`src/cwpac_pkg.sv`:
```
// Package for the padded crop window block: shared constants, register
// indexes and the pipeline control struct. No dependencies.
package cwpac_pkg;

  // Default coordinate width
  localparam int unsigned COORD_BITS_DEF = 16;

  // Register widths
  localparam int unsigned MIN_SIZE_W = 16;
  localparam int unsigned ALIGN_W    = 13;
  localparam int unsigned CFG_DATA_W = 16;
  localparam int unsigned CFG_IDX_W  = 2;

  // Register indexes on the config channel
  localparam logic [CFG_IDX_W-1:0] REG_MIN_SIZE    = 2'd0;
  localparam logic [CFG_IDX_W-1:0] REG_ALIGN       = 2'd1;
  localparam logic [CFG_IDX_W-1:0] REG_SQUARE_MODE = 2'd2;

  // Reset values
  localparam logic [MIN_SIZE_W-1:0] MIN_SIZE_RST    = 16'd512;
  localparam logic [ALIGN_W-1:0]    ALIGN_RST       = 13'd8;
  localparam logic                  SQUARE_MODE_RST = 1'b1;

  // Dividend bits retired per remainder stage
  localparam int unsigned DIV_STEP = 3;

  // Pipeline control handed to every stage group
  typedef struct packed {
    logic en;     // all stages advance
    logic valid;  // word entering the group is valid
  } pipe_ctl_t;

endpackage

```
`src/cwpac_front.sv`:
```
// Front stages of the crop window pipe: input capture with square-mode
// padding, then padded minimum-size sides and the fallback window. Depends on cwpac_pkg.
module cwpac_front #(
  parameter int unsigned COORD_BITS = cwpac_pkg::COORD_BITS_DEF,
  parameter int unsigned GROW_W     = COORD_BITS + 1
) (
  input  logic                              clk_i,
  input  logic                              rst_ni,
  input  cwpac_pkg::pipe_ctl_t              ctl_i,
  input  logic [COORD_BITS-1:0]             box_x_i,
  input  logic [COORD_BITS-1:0]             box_y_i,
  input  logic [COORD_BITS-1:0]             box_w_i,
  input  logic [COORD_BITS-1:0]             box_h_i,
  input  logic [COORD_BITS-1:0]             doc_w_i,
  input  logic [COORD_BITS-1:0]             doc_h_i,
  input  logic signed [COORD_BITS-1:0]      pad_px_i,
  input  logic [cwpac_pkg::MIN_SIZE_W-1:0]  min_size_i,
  input  logic                              square_mode_i,
  output logic                              valid_o,
  output logic [GROW_W-1:0]                 grow_x_o,
  output logic [GROW_W-1:0]                 grow_y_o,
  output logic [COORD_BITS-1:0]             box_x_o,
  output logic [COORD_BITS-1:0]             box_y_o,
  output logic [COORD_BITS-1:0]             box_w_o,
  output logic [COORD_BITS-1:0]             box_h_o,
  output logic [COORD_BITS-1:0]             doc_w_o,
  output logic [COORD_BITS-1:0]             doc_h_o,
  output logic [COORD_BITS-1:0]             fb_x_o,
  output logic [COORD_BITS-1:0]             fb_y_o,
  output logic [COORD_BITS-1:0]             fb_w_o,
  output logic [COORD_BITS-1:0]             fb_h_o,
  output logic                              use_fb_o
);

  localparam int unsigned C = COORD_BITS;

  // Side plus twice the padding, raised to the minimum size
  function automatic logic [GROW_W-1:0] grow_fn(input logic [C-1:0] side,
                                                input logic [C-1:0] pad,
                                                input logic [cwpac_pkg::MIN_SIZE_W-1:0] msz);
    logic [C+1:0]      padded;
    logic [GROW_W+1:0] pe;
    logic [GROW_W+1:0] me;
    padded = {2'b00, side} + {pad[C-1], pad, 1'b0};
    pe = {{(GROW_W - C){padded[C+1]}}, padded};
    me = (GROW_W + 2)'(msz);
    if ($signed(pe) < $signed(me)) begin
      return me[GROW_W-1:0];
    end
    return pe[GROW_W-1:0];
  endfunction

  // ---------------- stage 0: capture and square-mode padding
  logic signed [C:0] pad_ext, pad_rnd, pad_half;
  logic        [C:0] d_x, d_y;
  logic signed [C:0] cand_x, cand_y, px_sel, py_sel;
  logic              wide, tall;

  always_comb begin
    pad_ext  = {pad_px_i[C-1], pad_px_i};
    pad_rnd  = pad_ext + $signed({{C{1'b0}}, pad_px_i[C-1]});
    pad_half = pad_rnd >>> 1;  // truncates toward zero
    d_x      = {1'b0, box_w_i} - {1'b0, box_h_i};
    d_y      = {1'b0, box_h_i} - {1'b0, box_w_i};
    cand_x   = pad_ext - $signed({1'b0, d_x[C:1]});
    cand_y   = pad_ext - $signed({1'b0, d_y[C:1]});
    wide     = box_w_i > box_h_i;
    tall     = box_h_i > box_w_i;
    px_sel   = pad_ext;
    py_sel   = pad_ext;
    if (square_mode_i && wide) begin
      px_sel = (cand_x > pad_half) ? cand_x : pad_half;
    end else if (square_mode_i && tall) begin
      py_sel = (cand_y > pad_half) ? cand_y : pad_half;
    end
  end

  logic         v0_q;
  logic [C-1:0] bx0_q, by0_q, bw0_q, bh0_q, dw0_q, dh0_q, px0_q, py0_q;
  logic         pass0_q;

  always_ff @(posedge clk_i or negedge rst_ni) begin
    if (!rst_ni) begin
      v0_q <= 1'b0;
    end else if (ctl_i.en) begin
      v0_q <= ctl_i.valid;
    end
  end

  always_ff @(posedge clk_i) begin
    if (ctl_i.en) begin
      bx0_q   <= box_x_i;
      by0_q   <= box_y_i;
      bw0_q   <= box_w_i;
      bh0_q   <= box_h_i;
      dw0_q   <= doc_w_i;
      dh0_q   <= doc_h_i;
      px0_q   <= px_sel[C-1:0];
      py0_q   <= py_sel[C-1:0];
      pass0_q <= (box_w_i == '0) || (box_h_i == '0) || (doc_w_i == '0) || (doc_h_i == '0);
    end
  end

  // ---------------- stage 1: grown sides and fallback window
  logic [GROW_W-1:0] gx_d, gy_d;
  logic [C:0]        end_x, end_y;
  logic [C-1:0]      fbx_d, fby_d, fbw_d, fbh_d;

  always_comb begin
    gx_d  = grow_fn(bw0_q, px0_q, min_size_i);
    gy_d  = grow_fn(bh0_q, py0_q, min_size_i);
    end_x = {1'b0, bx0_q} + {1'b0, bw0_q};
    end_y = {1'b0, by0_q} + {1'b0, bh0_q};
    if (pass0_q) begin
      fbx_d = bx0_q;
      fby_d = by0_q;
      fbw_d = bw0_q;
      fbh_d = bh0_q;
    end else if ((bx0_q >= dw0_q) || (by0_q >= dh0_q)) begin
      fbx_d = '0;
      fby_d = '0;
      fbw_d = '0;
      fbh_d = '0;
    end else begin
      // box intersected with document
      fbx_d = bx0_q;
      fby_d = by0_q;
      fbw_d = (end_x < {1'b0, dw0_q}) ? bw0_q : (dw0_q - bx0_q);
      fbh_d = (end_y < {1'b0, dh0_q}) ? bh0_q : (dh0_q - by0_q);
    end
  end

  always_ff @(posedge clk_i or negedge rst_ni) begin
    if (!rst_ni) begin
      valid_o <= 1'b0;
    end else if (ctl_i.en) begin
      valid_o <= v0_q;
    end
  end

  always_ff @(posedge clk_i) begin
    if (ctl_i.en) begin
      grow_x_o <= gx_d;
      grow_y_o <= gy_d;
      box_x_o  <= bx0_q;
      box_y_o  <= by0_q;
      box_w_o  <= bw0_q;
      box_h_o  <= bh0_q;
      doc_w_o  <= dw0_q;
      doc_h_o  <= dh0_q;
      fb_x_o   <= fbx_d;
      fb_y_o   <= fby_d;
      fb_w_o   <= fbw_d;
      fb_h_o   <= fbh_d;
      use_fb_o <= pass0_q || (gx_d == '0) || (gy_d == '0);
    end
  end

endmodule

```
`src/cwpac_mod_pipe.sv`:
```
// Pipelined restoring remainder unit: two dividends by one divisor, STEP
// dividend bits per stage, with a payload carried alongside. Uses cwpac_pkg.
module cwpac_mod_pipe #(
  parameter int unsigned DW   = 17,
  parameter int unsigned MW   = cwpac_pkg::ALIGN_W,
  parameter int unsigned PW   = 1,
  parameter int unsigned STEP = cwpac_pkg::DIV_STEP
) (
  input  logic                 clk_i,
  input  logic                 rst_ni,
  input  cwpac_pkg::pipe_ctl_t ctl_i,
  input  logic [MW-1:0]        m_i,      // divisor, never zero
  input  logic [DW-1:0]        a_i,
  input  logic [DW-1:0]        b_i,
  input  logic [PW-1:0]        pay_i,
  output logic                 valid_o,
  output logic [DW-1:0]        a_o,
  output logic [DW-1:0]        b_o,
  output logic [MW-1:0]        rem_a_o,
  output logic [MW-1:0]        rem_b_o,
  output logic [PW-1:0]        pay_o
);

  localparam int unsigned NS = (DW + STEP - 1) / STEP;
  localparam int unsigned EW = NS * STEP;

  // STEP restoring steps: shift in a bit, subtract once if it fits
  function automatic logic [MW-1:0] rem_step(input logic [MW-1:0] r_in,
                                             input logic [STEP-1:0] bits,
                                             input logic [MW-1:0] m);
    logic [MW:0]   t;
    logic [MW-1:0] r;
    r = r_in;
    for (int k = STEP - 1; k >= 0; k--) begin
      t = {r, bits[k]};
      if (t >= {1'b0, m}) begin
        t = t - {1'b0, m};
      end
      r = t[MW-1:0];
    end
    return r;
  endfunction

  logic [NS-1:0] valid_q;
  logic [DW-1:0] a_q  [NS];
  logic [DW-1:0] b_q  [NS];
  logic [MW-1:0] ra_q [NS];
  logic [MW-1:0] rb_q [NS];
  logic [PW-1:0] pay_q[NS];

  for (genvar s = 0; s < NS; s++) begin : g_stage
    logic          v_src;
    logic [DW-1:0] a_src, b_src;
    logic [MW-1:0] ra_src, rb_src;
    logic [PW-1:0] p_src;
    logic [EW-1:0] a_ext, b_ext;

    if (s == 0) begin : g_first
      assign v_src  = ctl_i.valid;
      assign a_src  = a_i;
      assign b_src  = b_i;
      assign ra_src = '0;
      assign rb_src = '0;
      assign p_src  = pay_i;
    end else begin : g_next
      assign v_src  = valid_q[s-1];
      assign a_src  = a_q[s-1];
      assign b_src  = b_q[s-1];
      assign ra_src = ra_q[s-1];
      assign rb_src = rb_q[s-1];
      assign p_src  = pay_q[s-1];
    end

    assign a_ext = EW'(a_src);
    assign b_ext = EW'(b_src);

    always_ff @(posedge clk_i or negedge rst_ni) begin
      if (!rst_ni) begin
        valid_q[s] <= 1'b0;
      end else if (ctl_i.en) begin
        valid_q[s] <= v_src;
      end
    end

    always_ff @(posedge clk_i) begin
      if (ctl_i.en) begin
        a_q[s]   <= a_src;
        b_q[s]   <= b_src;
        ra_q[s]  <= rem_step(ra_src, a_ext[(NS-s)*STEP-1 -: STEP], m_i);
        rb_q[s]  <= rem_step(rb_src, b_ext[(NS-s)*STEP-1 -: STEP], m_i);
        pay_q[s] <= p_src;
      end
    end
  end

  assign valid_o = valid_q[NS-1];
  assign a_o     = a_q[NS-1];
  assign b_o     = b_q[NS-1];
  assign rem_a_o = ra_q[NS-1];
  assign rem_b_o = rb_q[NS-1];
  assign pay_o   = pay_q[NS-1];

`ifndef SYNTH
  // a finished remainder is always below the divisor
  a_rem_below_m: assert property (@(posedge clk_i) disable iff (!rst_ni)
    valid_o |-> ((rem_a_o < m_i) && (rem_b_o < m_i)))
    else $error("remainder not below divisor");
`endif

endmodule

```
`src/cwpac_back.sv`:
```
// Back stages of the crop window pipe: aligned size, recentred start,
// clamping into the document or the fallback window, and the output register. Uses cwpac_pkg.
module cwpac_back #(
  parameter int unsigned COORD_BITS = cwpac_pkg::COORD_BITS_DEF,
  parameter int unsigned GROW_W     = COORD_BITS + 1,
  parameter int unsigned SIZE_W     = GROW_W + 1
) (
  input  logic                           clk_i,
  input  logic                           rst_ni,
  input  cwpac_pkg::pipe_ctl_t           ctl_i,
  input  logic [cwpac_pkg::ALIGN_W-1:0]  m_i,
  input  logic [GROW_W-1:0]              grow_x_i,
  input  logic [GROW_W-1:0]              grow_y_i,
  input  logic [cwpac_pkg::ALIGN_W-1:0]  rem_x_i,
  input  logic [cwpac_pkg::ALIGN_W-1:0]  rem_y_i,
  input  logic [COORD_BITS-1:0]          box_x_i,
  input  logic [COORD_BITS-1:0]          box_y_i,
  input  logic [COORD_BITS-1:0]          box_w_i,
  input  logic [COORD_BITS-1:0]          box_h_i,
  input  logic [COORD_BITS-1:0]          doc_w_i,
  input  logic [COORD_BITS-1:0]          doc_h_i,
  input  logic [COORD_BITS-1:0]          fb_x_i,
  input  logic [COORD_BITS-1:0]          fb_y_i,
  input  logic [COORD_BITS-1:0]          fb_w_i,
  input  logic [COORD_BITS-1:0]          fb_h_i,
  input  logic                           use_fb_i,
  output logic                           valid_o,
  output logic [COORD_BITS-1:0]          win_x_o,
  output logic [COORD_BITS-1:0]          win_y_o,
  output logic [COORD_BITS-1:0]          win_w_o,
  output logic [COORD_BITS-1:0]          win_h_o
);

  localparam int unsigned C  = COORD_BITS;
  localparam int unsigned ST = SIZE_W + 2;  // signed start width

  // ---------------- stage A: round up to the multiple
  logic [SIZE_W-1:0] sx_d, sy_d;
  assign sx_d = SIZE_W'(grow_x_i) + ((rem_x_i == '0) ? '0 : SIZE_W'(m_i - rem_x_i));
  assign sy_d = SIZE_W'(grow_y_i) + ((rem_y_i == '0) ? '0 : SIZE_W'(m_i - rem_y_i));

  logic              v1_q;
  logic [SIZE_W-1:0] sx1_q, sy1_q;
  logic [C-1:0]      bx1_q, by1_q, bw1_q, bh1_q, dw1_q, dh1_q;
  logic [C-1:0]      fbx1_q, fby1_q, fbw1_q, fbh1_q;
  logic              fb1_q;

  always_ff @(posedge clk_i or negedge rst_ni) begin
    if (!rst_ni) begin
      v1_q <= 1'b0;
    end else if (ctl_i.en) begin
      v1_q <= ctl_i.valid;
    end
  end

  always_ff @(posedge clk_i) begin
    if (ctl_i.en) begin
      sx1_q  <= sx_d;
      sy1_q  <= sy_d;
      bx1_q  <= box_x_i;
      by1_q  <= box_y_i;
      bw1_q  <= box_w_i;
      bh1_q  <= box_h_i;
      dw1_q  <= doc_w_i;
      dh1_q  <= doc_h_i;
      fbx1_q <= fb_x_i;
      fby1_q <= fb_y_i;
      fbw1_q <= fb_w_i;
      fbh1_q <= fb_h_i;
      fb1_q  <= use_fb_i;
    end
  end

  // ---------------- stage B: recentre, start = p - (size - s) / 2
  function automatic logic [ST-1:0] start_fn(input logic [C-1:0] p,
                                             input logic [C-1:0] s,
                                             input logic [SIZE_W-1:0] size);
    logic signed [SIZE_W:0] diff;
    logic signed [SIZE_W:0] rnd;
    logic signed [ST-1:0]   st;
    diff = $signed({1'b0, size}) - $signed((SIZE_W + 1)'(s));
    rnd  = diff + $signed({{SIZE_W{1'b0}}, diff[SIZE_W]});
    st   = $signed(ST'(p)) - (ST'(rnd >>> 1));
    return st;
  endfunction

  logic [ST-1:0] stx_d, sty_d;
  assign stx_d = start_fn(bx1_q, bw1_q, sx1_q);
  assign sty_d = start_fn(by1_q, bh1_q, sy1_q);

  logic              v2_q;
  logic [ST-1:0]     stx2_q, sty2_q;
  logic [SIZE_W-1:0] sx2_q, sy2_q;
  logic              gex2_q, gey2_q;
  logic [C-1:0]      dw2_q, dh2_q;
  logic [C-1:0]      fbx2_q, fby2_q, fbw2_q, fbh2_q;
  logic              fb2_q;

  always_ff @(posedge clk_i or negedge rst_ni) begin
    if (!rst_ni) begin
      v2_q <= 1'b0;
    end else if (ctl_i.en) begin
      v2_q <= v1_q;
    end
  end

  always_ff @(posedge clk_i) begin
    if (ctl_i.en) begin
      stx2_q <= stx_d;
      sty2_q <= sty_d;
      sx2_q  <= sx1_q;
      sy2_q  <= sy1_q;
      gex2_q <= sx1_q >= SIZE_W'(dw1_q);
      gey2_q <= sy1_q >= SIZE_W'(dh1_q);
      dw2_q  <= dw1_q;
      dh2_q  <= dh1_q;
      fbx2_q <= fbx1_q;
      fby2_q <= fby1_q;
      fbw2_q <= fbw1_q;
      fbh2_q <= fbh1_q;
      fb2_q  <= fb1_q;
    end
  end

  // ---------------- stage C: clamp into the document
  // start clipped at zero, then pulled back if the end passes the edge
  function automatic logic [C-1:0] clamp_fn(input logic [ST-1:0] st,
                                            input logic [SIZE_W-1:0] size,
                                            input logic [C-1:0] lim);
    logic [ST-2:0] off;
    logic [ST-1:0] endp;
    off  = st[ST-1] ? '0 : st[ST-2:0];
    endp = {1'b0, off} + ST'(size);
    if (endp > ST'(lim)) begin
      return lim - size[C-1:0];
    end
    return off[C-1:0];
  endfunction

  logic [C-1:0] wx_d, wy_d, ww_d, wh_d;

  always_comb begin
    if (fb2_q) begin
      wx_d = fbx2_q;
      wy_d = fby2_q;
      ww_d = fbw2_q;
      wh_d = fbh2_q;
    end else begin
      wx_d = gex2_q ? '0 : clamp_fn(stx2_q, sx2_q, dw2_q);
      ww_d = gex2_q ? dw2_q : sx2_q[C-1:0];
      wy_d = gey2_q ? '0 : clamp_fn(sty2_q, sy2_q, dh2_q);
      wh_d = gey2_q ? dh2_q : sy2_q[C-1:0];
    end
  end

  // output register
  always_ff @(posedge clk_i or negedge rst_ni) begin
    if (!rst_ni) begin
      valid_o <= 1'b0;
    end else if (ctl_i.en) begin
      valid_o <= v2_q;
    end
  end

  always_ff @(posedge clk_i) begin
    if (ctl_i.en) begin
      win_x_o <= wx_d;
      win_y_o <= wy_d;
      win_w_o <= ww_d;
      win_h_o <= wh_d;
    end
  end

`ifndef SYNTH
  // a window that is computed (not a fallback) never has a zero side
  a_size_nonzero: assert property (@(posedge clk_i) disable iff (!rst_ni)
    (v1_q && !fb1_q) |-> ((sx1_q != '0) && (sy1_q != '0)))
    else $error("computed window side is zero");

  // a clamped window lies inside the document
  a_inside_doc: assert property (@(posedge clk_i) disable iff (!rst_ni)
    (v2_q && !fb2_q) |-> ((({1'b0, wx_d} + {1'b0, ww_d}) <= {1'b0, dw2_q}) &&
                          (({1'b0, wy_d} + {1'b0, wh_d}) <= {1'b0, dh2_q})))
    else $error("clamped window leaves the document");
`endif

endmodule

```
`src/crop_window_pad_align_clamp_top.sv`:
```
// The remainder pipe for the alignment multiple retires three dividend
// bits per stage of its GW = max(COORD_BITS+1, 16) bit dividends.
// Throughput: one word per cycle; the whole pipe holds only while the
// output register is full and not taken. Reset clears all valid bits and
// loads min_size 512, align_multiple 8, square_mode 1.
module crop_window_pad_align_clamp_top #(
  parameter int unsigned COORD_BITS = cwpac_pkg::COORD_BITS_DEF
) (
  input  logic                              clk_i,
  input  logic                              rst_ni,
  // input stream
  input  logic                              s_axis_tvalid,
  output logic                              s_axis_tready,
  // box_x, box_y, box_w, box_h, doc_w, doc_h, pad_px (lowest first)
  input  logic [((7*COORD_BITS+7)/8)*8-1:0] s_axis_tdata,
  // output stream
  output logic                              m_axis_tvalid,
  input  logic                              m_axis_tready,
  // win_x, win_y, win_w, win_h (lowest first)
  output logic [((4*COORD_BITS+7)/8)*8-1:0] m_axis_tdata,
  // config write channel
  input  logic                              cfg_valid_i,
  output logic                              cfg_ready_o,
  input  logic [cwpac_pkg::CFG_IDX_W-1:0]   cfg_index_i,
  input  logic [cwpac_pkg::CFG_DATA_W-1:0]  cfg_data_i
);

  localparam int unsigned C      = COORD_BITS;
  localparam int unsigned OUT_W  = ((4*C + 7) / 8) * 8;
  localparam int unsigned GROW_W = (C + 1 > cwpac_pkg::MIN_SIZE_W) ? C + 1
                                                                   : cwpac_pkg::MIN_SIZE_W;
  localparam int unsigned SIZE_W = GROW_W + 1;
  localparam int unsigned PAY_W  = 10*C + 1;
  localparam int unsigned AW     = cwpac_pkg::ALIGN_W;

  // ---------------- config registers
  logic [cwpac_pkg::MIN_SIZE_W-1:0] min_size_q;
  logic [AW-1:0]                    align_q;
  logic                             square_q;

  assign cfg_ready_o = 1'b1;

  always_ff @(posedge clk_i or negedge rst_ni) begin
    if (!rst_ni) begin
      min_size_q <= cwpac_pkg::MIN_SIZE_RST;
      align_q    <= cwpac_pkg::ALIGN_RST;
      square_q   <= cwpac_pkg::SQUARE_MODE_RST;
    end else if (cfg_valid_i) begin
      case (cfg_index_i)
        cwpac_pkg::REG_MIN_SIZE:    min_size_q <= cfg_data_i[cwpac_pkg::MIN_SIZE_W-1:0];
        cwpac_pkg::REG_ALIGN:       align_q    <= cfg_data_i[AW-1:0];
        cwpac_pkg::REG_SQUARE_MODE: square_q   <= cfg_data_i[0];
        default: ;
      endcase
    end
  end

  // a zero multiple acts as one
  logic [AW-1:0] mult;
  assign mult = (align_q == '0) ? AW'(1) : align_q;

  // ---------------- pipeline control
  logic adv;
  assign adv           = !m_axis_tvalid || m_axis_tready;
  assign s_axis_tready = adv;

  cwpac_pkg::pipe_ctl_t front_ctl, div_ctl, back_ctl;
  logic front_valid, div_valid;

  assign front_ctl = '{en: adv, valid: s_axis_tvalid};
  assign div_ctl   = '{en: adv, valid: front_valid};
  assign back_ctl  = '{en: adv, valid: div_valid};

  // ---------------- front stages
  logic [GROW_W-1:0] grow_x, grow_y;
  logic [C-1:0]      f_bx, f_by, f_bw, f_bh, f_dw, f_dh;
  logic [C-1:0]      f_fbx, f_fby, f_fbw, f_fbh;
  logic              f_fb;

  cwpac_front #(
    .COORD_BITS (C),
    .GROW_W     (GROW_W)
  ) u_front (
    .clk_i         (clk_i),
    .rst_ni        (rst_ni),
    .ctl_i         (front_ctl),
    .box_x_i       (s_axis_tdata[0*C +: C]),
    .box_y_i       (s_axis_tdata[1*C +: C]),
    .box_w_i       (s_axis_tdata[2*C +: C]),
    .box_h_i       (s_axis_tdata[3*C +: C]),
    .doc_w_i       (s_axis_tdata[4*C +: C]),
    .doc_h_i       (s_axis_tdata[5*C +: C]),
    .pad_px_i      (s_axis_tdata[6*C +: C]),
    .min_size_i    (min_size_q),
    .square_mode_i (square_q),
    .valid_o       (front_valid),
    .grow_x_o      (grow_x),
    .grow_y_o      (grow_y),
    .box_x_o       (f_bx),
    .box_y_o       (f_by),
    .box_w_o       (f_bw),
    .box_h_o       (f_bh),
    .doc_w_o       (f_dw),
    .doc_h_o       (f_dh),
    .fb_x_o        (f_fbx),
    .fb_y_o        (f_fby),
    .fb_w_o        (f_fbw),
    .fb_h_o        (f_fbh),
    .use_fb_o      (f_fb)
  );

  // ---------------- remainder pipe, side data rides along
  logic [PAY_W-1:0]  pay_in, pay_out;
  logic [GROW_W-1:0] d_gx, d_gy;
  logic [AW-1:0]     rem_x, rem_y;

  assign pay_in = {f_fb, f_fbh, f_fbw, f_fby, f_fbx, f_dh, f_dw, f_bh, f_bw, f_by, f_bx};

  cwpac_mod_pipe #(
    .DW   (GROW_W),
    .MW   (AW),
    .PW   (PAY_W),
    .STEP (cwpac_pkg::DIV_STEP)
  ) u_mod (
    .clk_i   (clk_i),
    .rst_ni  (rst_ni),
    .ctl_i   (div_ctl),
    .m_i     (mult),
    .a_i     (grow_x),
    .b_i     (grow_y),
    .pay_i   (pay_in),
    .valid_o (div_valid),
    .a_o     (d_gx),
    .b_o     (d_gy),
    .rem_a_o (rem_x),
    .rem_b_o (rem_y),
    .pay_o   (pay_out)
  );

  // ---------------- back stages and output register
  logic [C-1:0] win_x, win_y, win_w, win_h;

  cwpac_back #(
    .COORD_BITS (C),
    .GROW_W     (GROW_W),
    .SIZE_W     (SIZE_W)
  ) u_back (
    .clk_i    (clk_i),
    .rst_ni   (rst_ni),
    .ctl_i    (back_ctl),
    .m_i      (mult),
    .grow_x_i (d_gx),
    .grow_y_i (d_gy),
    .rem_x_i  (rem_x),
    .rem_y_i  (rem_y),
    .box_x_i  (pay_out[0*C +: C]),
    .box_y_i  (pay_out[1*C +: C]),
    .box_w_i  (pay_out[2*C +: C]),
    .box_h_i  (pay_out[3*C +: C]),
    .doc_w_i  (pay_out[4*C +: C]),
    .doc_h_i  (pay_out[5*C +: C]),
    .fb_x_i   (pay_out[6*C +: C]),
    .fb_y_i   (pay_out[7*C +: C]),
    .fb_w_i   (pay_out[8*C +: C]),
    .fb_h_i   (pay_out[9*C +: C]),
    .use_fb_i (pay_out[10*C]),
    .valid_o  (m_axis_tvalid),
    .win_x_o  (win_x),
    .win_y_o  (win_y),
    .win_w_o  (win_w),
    .win_h_o  (win_h)
  );

  assign m_axis_tdata = OUT_W'({win_h, win_w, win_y, win_x});

`ifndef SYNTH
  // the pipe only holds back input while a result waits at the output
  a_stall_needs_full: assert property (@(posedge clk_i) disable iff (!rst_ni)
    !s_axis_tready |-> m_axis_tvalid)
    else $error("input stalled with empty output register");
`endif

endmodule

```
`config.mk`:
```
export PLATFORM = sky130hd
export DESIGN_NAME = crop_window_pad_align_clamp_top
export DESIGN_NICKNAME = d
export VERILOG_FILES = /design/src/cwpac_pkg.sv /design/src/cwpac_front.sv /design/src/cwpac_mod_pipe.sv /design/src/cwpac_back.sv /design/src/crop_window_pad_align_clamp_top.sv
export SDC_FILE = /design/constraint.sdc
export NUM_CORES = 2
export LEC_CHECK = 0
export BUFFER_PORTS_ARGS = -buffer_cell sky130_fd_sc_hd__buf_2
export CORE_ASPECT_RATIO = 0.75
export CORE_MARGIN = 4
export CORE_UTILIZATION = 48
export DETAILED_ROUTE_END_ITERATION = 8
export SYNTH_ARGS = -nofsm -noshare
export SYNTH_HDL_FRONTEND = slang
export SYNTH_HIERARCHICAL = 1
export SYNTH_SLANG_ARGS = --single-unit
```
`constraint.sdc`:
```
create_clock -name clk_i -period 106.6 [get_ports clk_i]
set_input_delay 21.32 -clock clk_i [delete_from_list [all_inputs] [get_ports clk_i]]
set_output_delay 21.32 -clock clk_i [all_outputs]
set_load 0.005 [all_outputs]
```
# Yosys cells after proc, flatten, opt, wreduce, memory -nomap -nowiden
# Memory sizes are Yosys's and may differ from the RTL's. A register that Yosys moved wholly into a read port is not among the register bits.
# Index checks and enable logic that the tools add are counted.
# totals
reg_bits,640
word_cells,308
latch_bits,0
output_inout_bits,67
mem_bits_rw,1326
rom_bits,0
inputBits,135
memories,5
# memory_table
memory,words,word_bits,read_ports,rd_ports_with_merged_regs,write_ports,line_no,source
u_mod.pay_q,6,161,6,1,6,cwpac_mod_pipe.sv:49,logic [PW-1:0] pay_q[NS];
u_mod.a_q,6,17,6,0,6,cwpac_mod_pipe.sv:45,logic [DW-1:0] a_q [NS];
u_mod.b_q,6,17,6,0,6,cwpac_mod_pipe.sv:46,logic [DW-1:0] b_q [NS];
u_mod.ra_q,6,13,6,0,6,cwpac_mod_pipe.sv:47,logic [MW-1:0] ra_q [NS];
u_mod.rb_q,6,13,6,0,6,cwpac_mod_pipe.sv:48,logic [MW-1:0] rb_q [NS];
# classes
reduce_logical,23
magnitude_cmp,49
bitwise_logic,0
n_addsub,60
multipliers,0
eq_ne,2
shifts,0
muxes,114
div_mod_pow,0
# ops
op,count
2-to-1 mux 13 bit,71
greater-or-equal comparator 14 x 13 -> 1 bit,34
subtractor 13 bit,34
2-to-1 mux 16 bit,27
2-to-1 mux 17 bit,4
zero test 16 bit,4
subtractor 16 bit,4
adder 19 x 18 -> 20 bit,2
> comparator 20 x 16 -> 1 bit,2
zero test 13 bit,3
adder 19 x 2 -> 19 bit,2
2-to-1 mux 19 bit,2
subtractor 17 x 18 -> 19 bit,2
subtractor 18 x 16 -> 19 bit,2
adder 17 x 17 -> 18 bit,2
adder 17 x 18 -> 18 bit,2
greater-or-equal comparator 18 x 16 -> 1 bit,2
less-than comparator 18 x 17 -> 1 bit,2
2-to-1 mux 18 bit,2
adder 16 x 16 -> 17 bit,2
> comparator 17 x 16 -> 1 bit,2
zero test 17 bit,2
less-than comparator 17 x 16 -> 1 bit,2
subtractor 16 x 16 -> 17 bit,2
15 further kinds,35

# Depth between registers and ports, before layout
# logic_depth
ltp_word,11
ltp_mapped,35

# Hierarchy
# The synthesis kept the hierarchy.
# by_module_without_submodules
mod,cells_per_inst,n_inst,seq_area_each_um2,area_per_inst_um2
cwpac_mod_pipe,4601,1,39968.3,63887.5
cwpac_back,2316,1,13107.6,26132.6
cwpac_front,1915,1,9779.4,21239.1
crop_window_pad_align_clamp_top,84,1,754.5,1234.9

# Least setup slack after synthesis
# No wires, ideal clock.
# synth_timing
path_type,input to output
from,in m_axis_tready
to,out s_axis_tready
n_path_buf,0
t_arrival_ps,70968
slack_ps,14312
required_time_ps,85280
stages,1
path_cell_list,nand2b_1
# synth_via
elab_chain_len,1
# synth_lines
item,line_no,source
"start, declared",crop_window_pad_align_clamp_top.sv:18,"input logic m_axis_tready,"
logical OR 1 bit,crop_window_pad_align_clamp_top.sv:64,assign adv = !m_axis_tvalid || m_axis_tready;
"end, declared",crop_window_pad_align_clamp_top.sv:13,"output logic s_axis_tready,"
# No other way between the ends.

# Worst setup path after layout
# Ends and elaborated chain as after synthesis.

==> impl_metrics.csv <==
group,metric,value,unit
outcome,status,"completed",
floorplan,die_w,567,um
floorplan,core_area,232000,sq um
layout,nets,10400,
timing,hold_violations,0,
synthesis,syn-instance-count,8916,
floorplan,initial_utilization,48.4,%
route,num_vias,72300,
synthesis,netlist_area,112000,sq um
clock_tree,clkSlewWorstSetupHoldPaths,0.07,ns
layout,drive_above_1_share,10.1,%
timing,drv_slew,0,
critical_path,worstSetupPathType,"input pin to output pin",
floorplan,fp-row-count,153,
synthesis,synthAdderAreaFrac,11.5,%
timing,fin_worst_skew,0.115,ns
synthesis,syn-mean-instance-area,12.6,sq um
synthesis,synth_xor_area_share,4.73,%
floorplan,dieArea,242000,sq um
timing,min_period_over_period,40.6,%
route,drcViolationCount,0,
job,max_cap_violations,0,
route,firstDrtPassIters,6,
global_route,grt_antenna_before_repair,32,
global_route,grt_pass1_vias,67500,
layout,final_common_cell,"edfxtp_1",
route,wl_per_cell,22.9,um
layout,fin_util,53.5,%
synthesis,synth_top_family_by_area,"compound AO/OA/AOI/OAI gates",
synthesis,ys_seq_elements,2125,
synthesis,synth-main-ff-cell,"edfxtp_1",
timing,timing.slew.headroom,14.2,%
clock_tree,clkSinkCount,2125,
place,gp_congestion,0.918,
synthesis,yosys.area_share.simple,9.02,%
timing,tns,0,ns
worst_hold_path,hold_class,"register to register",
place,io_buffers,200,
clock_tree,cts_buffer_depth,4,
clock_tree,htree_levels,4,
route,antenna_left,0,
clock_tree,cts_tree,"done",
route,drt-initial-drc-count,6812,
timing,fin_crit,43.28,ns
timing,timing.fmax,23.1,MHz
route,drt-total-wl,288000,um
synthesis,synth_nets,10000,
clock_tree,numCtsBuffers,212,
floorplan,io_pins,202,
clock_tree,cts_root_buffer,"clkbuf_16",
synthesis,synth_edf_count,2084,
synthesis,synth-async-reset-ratio,1.93,%
clock_tree,hold_buffers,0,
floorplan,die_y,427,um
critical_path,start_kind,"input pin",
global_route,track_usage,23.1,%
layout,syn_to_final_growth,10.6,%
clock_tree,cts_setup_buffers,0,
critical_path,worst_ep_required_time,85.28,ns
timing,setup_ws,63.32,ns
critical_path,worst-path-max-fanout,19,
route,avgViaCountPerCell,5.76,
clock_tree,clkLatencyLatePin,0.90,ns
place,post_dp_cell_area,118000,sq um
place,dp_slack,63.32,ns
synthesis,yosys_warnings,6,
synthesis,synth_cell_types,113,
timing,tightest_slew,1.28,ns
synthesis,synth_mux_area_share,4.14,%
timing,setup_viol,0,
global_route,grt_max_degree,205,
timing,rsz0062_at_grt,"no",
critical_path,cp.arrival,21.96,ns
synthesis,synth_compound_area_share,11.5,%
layout,final_cell_mix,"edfxtp_1 (2084), ha_1 (940), inv_1 (589)",
synthesis,ys_seq_area_share,56.5,%
global_route,grt_pass1_wl,426000,um
place,hpwl,217000,um
global_route,gr-total-overflow,0,
clock_tree,post_cts_resize_count,0,
layout,fin_area,124000,sq um
critical_path,r2r_slack,95.15,ns
critical_path,setup.worst_path.end_class,"output pin",
cells by family (layout without fill, tap and decap cells):
family | after synthesis | after routing
and+or+nand+nor | 2031 | 2031
buffers and inverters | 748 | 1273
other | 1 | 6
DFF | 2125 | 2125
AOI/OAI and AO/OA | 1979 | 1979
adders and majority gates | 996 | 996
muxes | 428 | 428
xor gates and xnor gates | 608 | 608
flip-flops by register name, indices dropped and copies added (netlist names), 19 cells and up:
name	cells
u_mod/pay_q	966
u_mod/a_q	102
u_mod/b_q	102
u_mod/ra_q	78
u_mod/rb_q	78
u_back/stx2_q	19
u_back/sty2_q	19
final timing paths:
check | endpoint | cells past startpoint | start
setup / recovery | s_axis_tready | 3 | m_axis_tready
setup reg to reg | u_mod/ra_q[1][11] | 32 | align_q[1]
min in group asynchronous | u_back/valid_o | 2 | rst_ni
max in group asynchronous | min_size_q[14] | 2 | rst_ni
hold / removal | u_mod/pay_q[0][145] | 0 | u_front/fb_h_o[1]
hold reg to reg | u_mod/pay_q[0][145] | 0 | u_front/fb_h_o[1]
through the flow:
step / std cells / hold slack (ns)
after CTS: 12500 / 0.298
after detailed placement: 12200 / 0.405
after global routing: 12500 / 0.304
after global placement: 12200 / 0.401
final: 12500 / 0.307
after floorplan: 8916 / 0.400
synth_stat cells, types with 23 or more instances:
cell type | count | area, sq um
xnor2_1 | 382 | 3350
buf_2 | 25 | 125
a211oi_1 | 62 | 465
a21oi_1 | 558 | 2790
o41ai_1 | 23 | 201
a21boi_0 | 27 | 203
nor3_1 | 181 | 906
a21o_1 | 191 | 1430
clkbuf_1 | 114 | 428
nor2_1 | 519 | 1950
nand3_1 | 131 | 656
o21bai_1 | 47 | 353
edfxtp_1 | 2084 | 62600
mux2_2 | 226 | 2540
nand3b_1 | 25 | 188
fa_1 | 56 | 1120
and3_1 | 60 | 375
nand2_1 | 450 | 1690
o21ai_1 | 48 | 240
nand4_1 | 124 | 776
a31oi_1 | 57 | 357
mux2i_1 | 134 | 1340
mux2_1 | 67 | 754
nand2b_1 | 92 | 576
a211o_1 | 28 | 245
o21ai_0 | 379 | 1900
dfrtp_1 | 38 | 951
or3_1 | 64 | 400
and2_1 | 31 | 194
or2_2 | 37 | 231
a2111oi_0 | 24 | 210
o31ai_1 | 49 | 368
o31a_1 | 31 | 272
o211ai_1 | 52 | 390
nor2b_1 | 168 | 1050
o21a_1 | 132 | 991
a22o_1 | 30 | 263
xor2_1 | 226 | 1980
inv_1 | 592 | 2220
nor4_1 | 64 | 400
ha_1 | 940 | 11800
final cells by class:
cell class	instances	area [sq um]
diodes	5	12.5
clock buffers	253	5540
clock inverters	128	1300
fillers	19500	108000
inverters	592	2220
multi-input cells	6043	46100
flip-flops and latches	2125	63600
well taps	3100	3880
repair buffers	300	1800
critical path, stage by stage:
cell and delay (ns):
buf_2 0.10, nand2b_4 0.30, buf_2 0.23
metal layers:
layer	routed length (um)	GRT usage, %	share of wire (%)
met3	20600	3.67	7.2
met1	153000	39.3	53
met2	108000	29.9	38
met5	14	0	0.0049
met4	6240	5.17	2.2
Power is left out: the tool's default activity adds up to more than one toggle a clock period on the data nets, which glitch-free logic cannot reach.
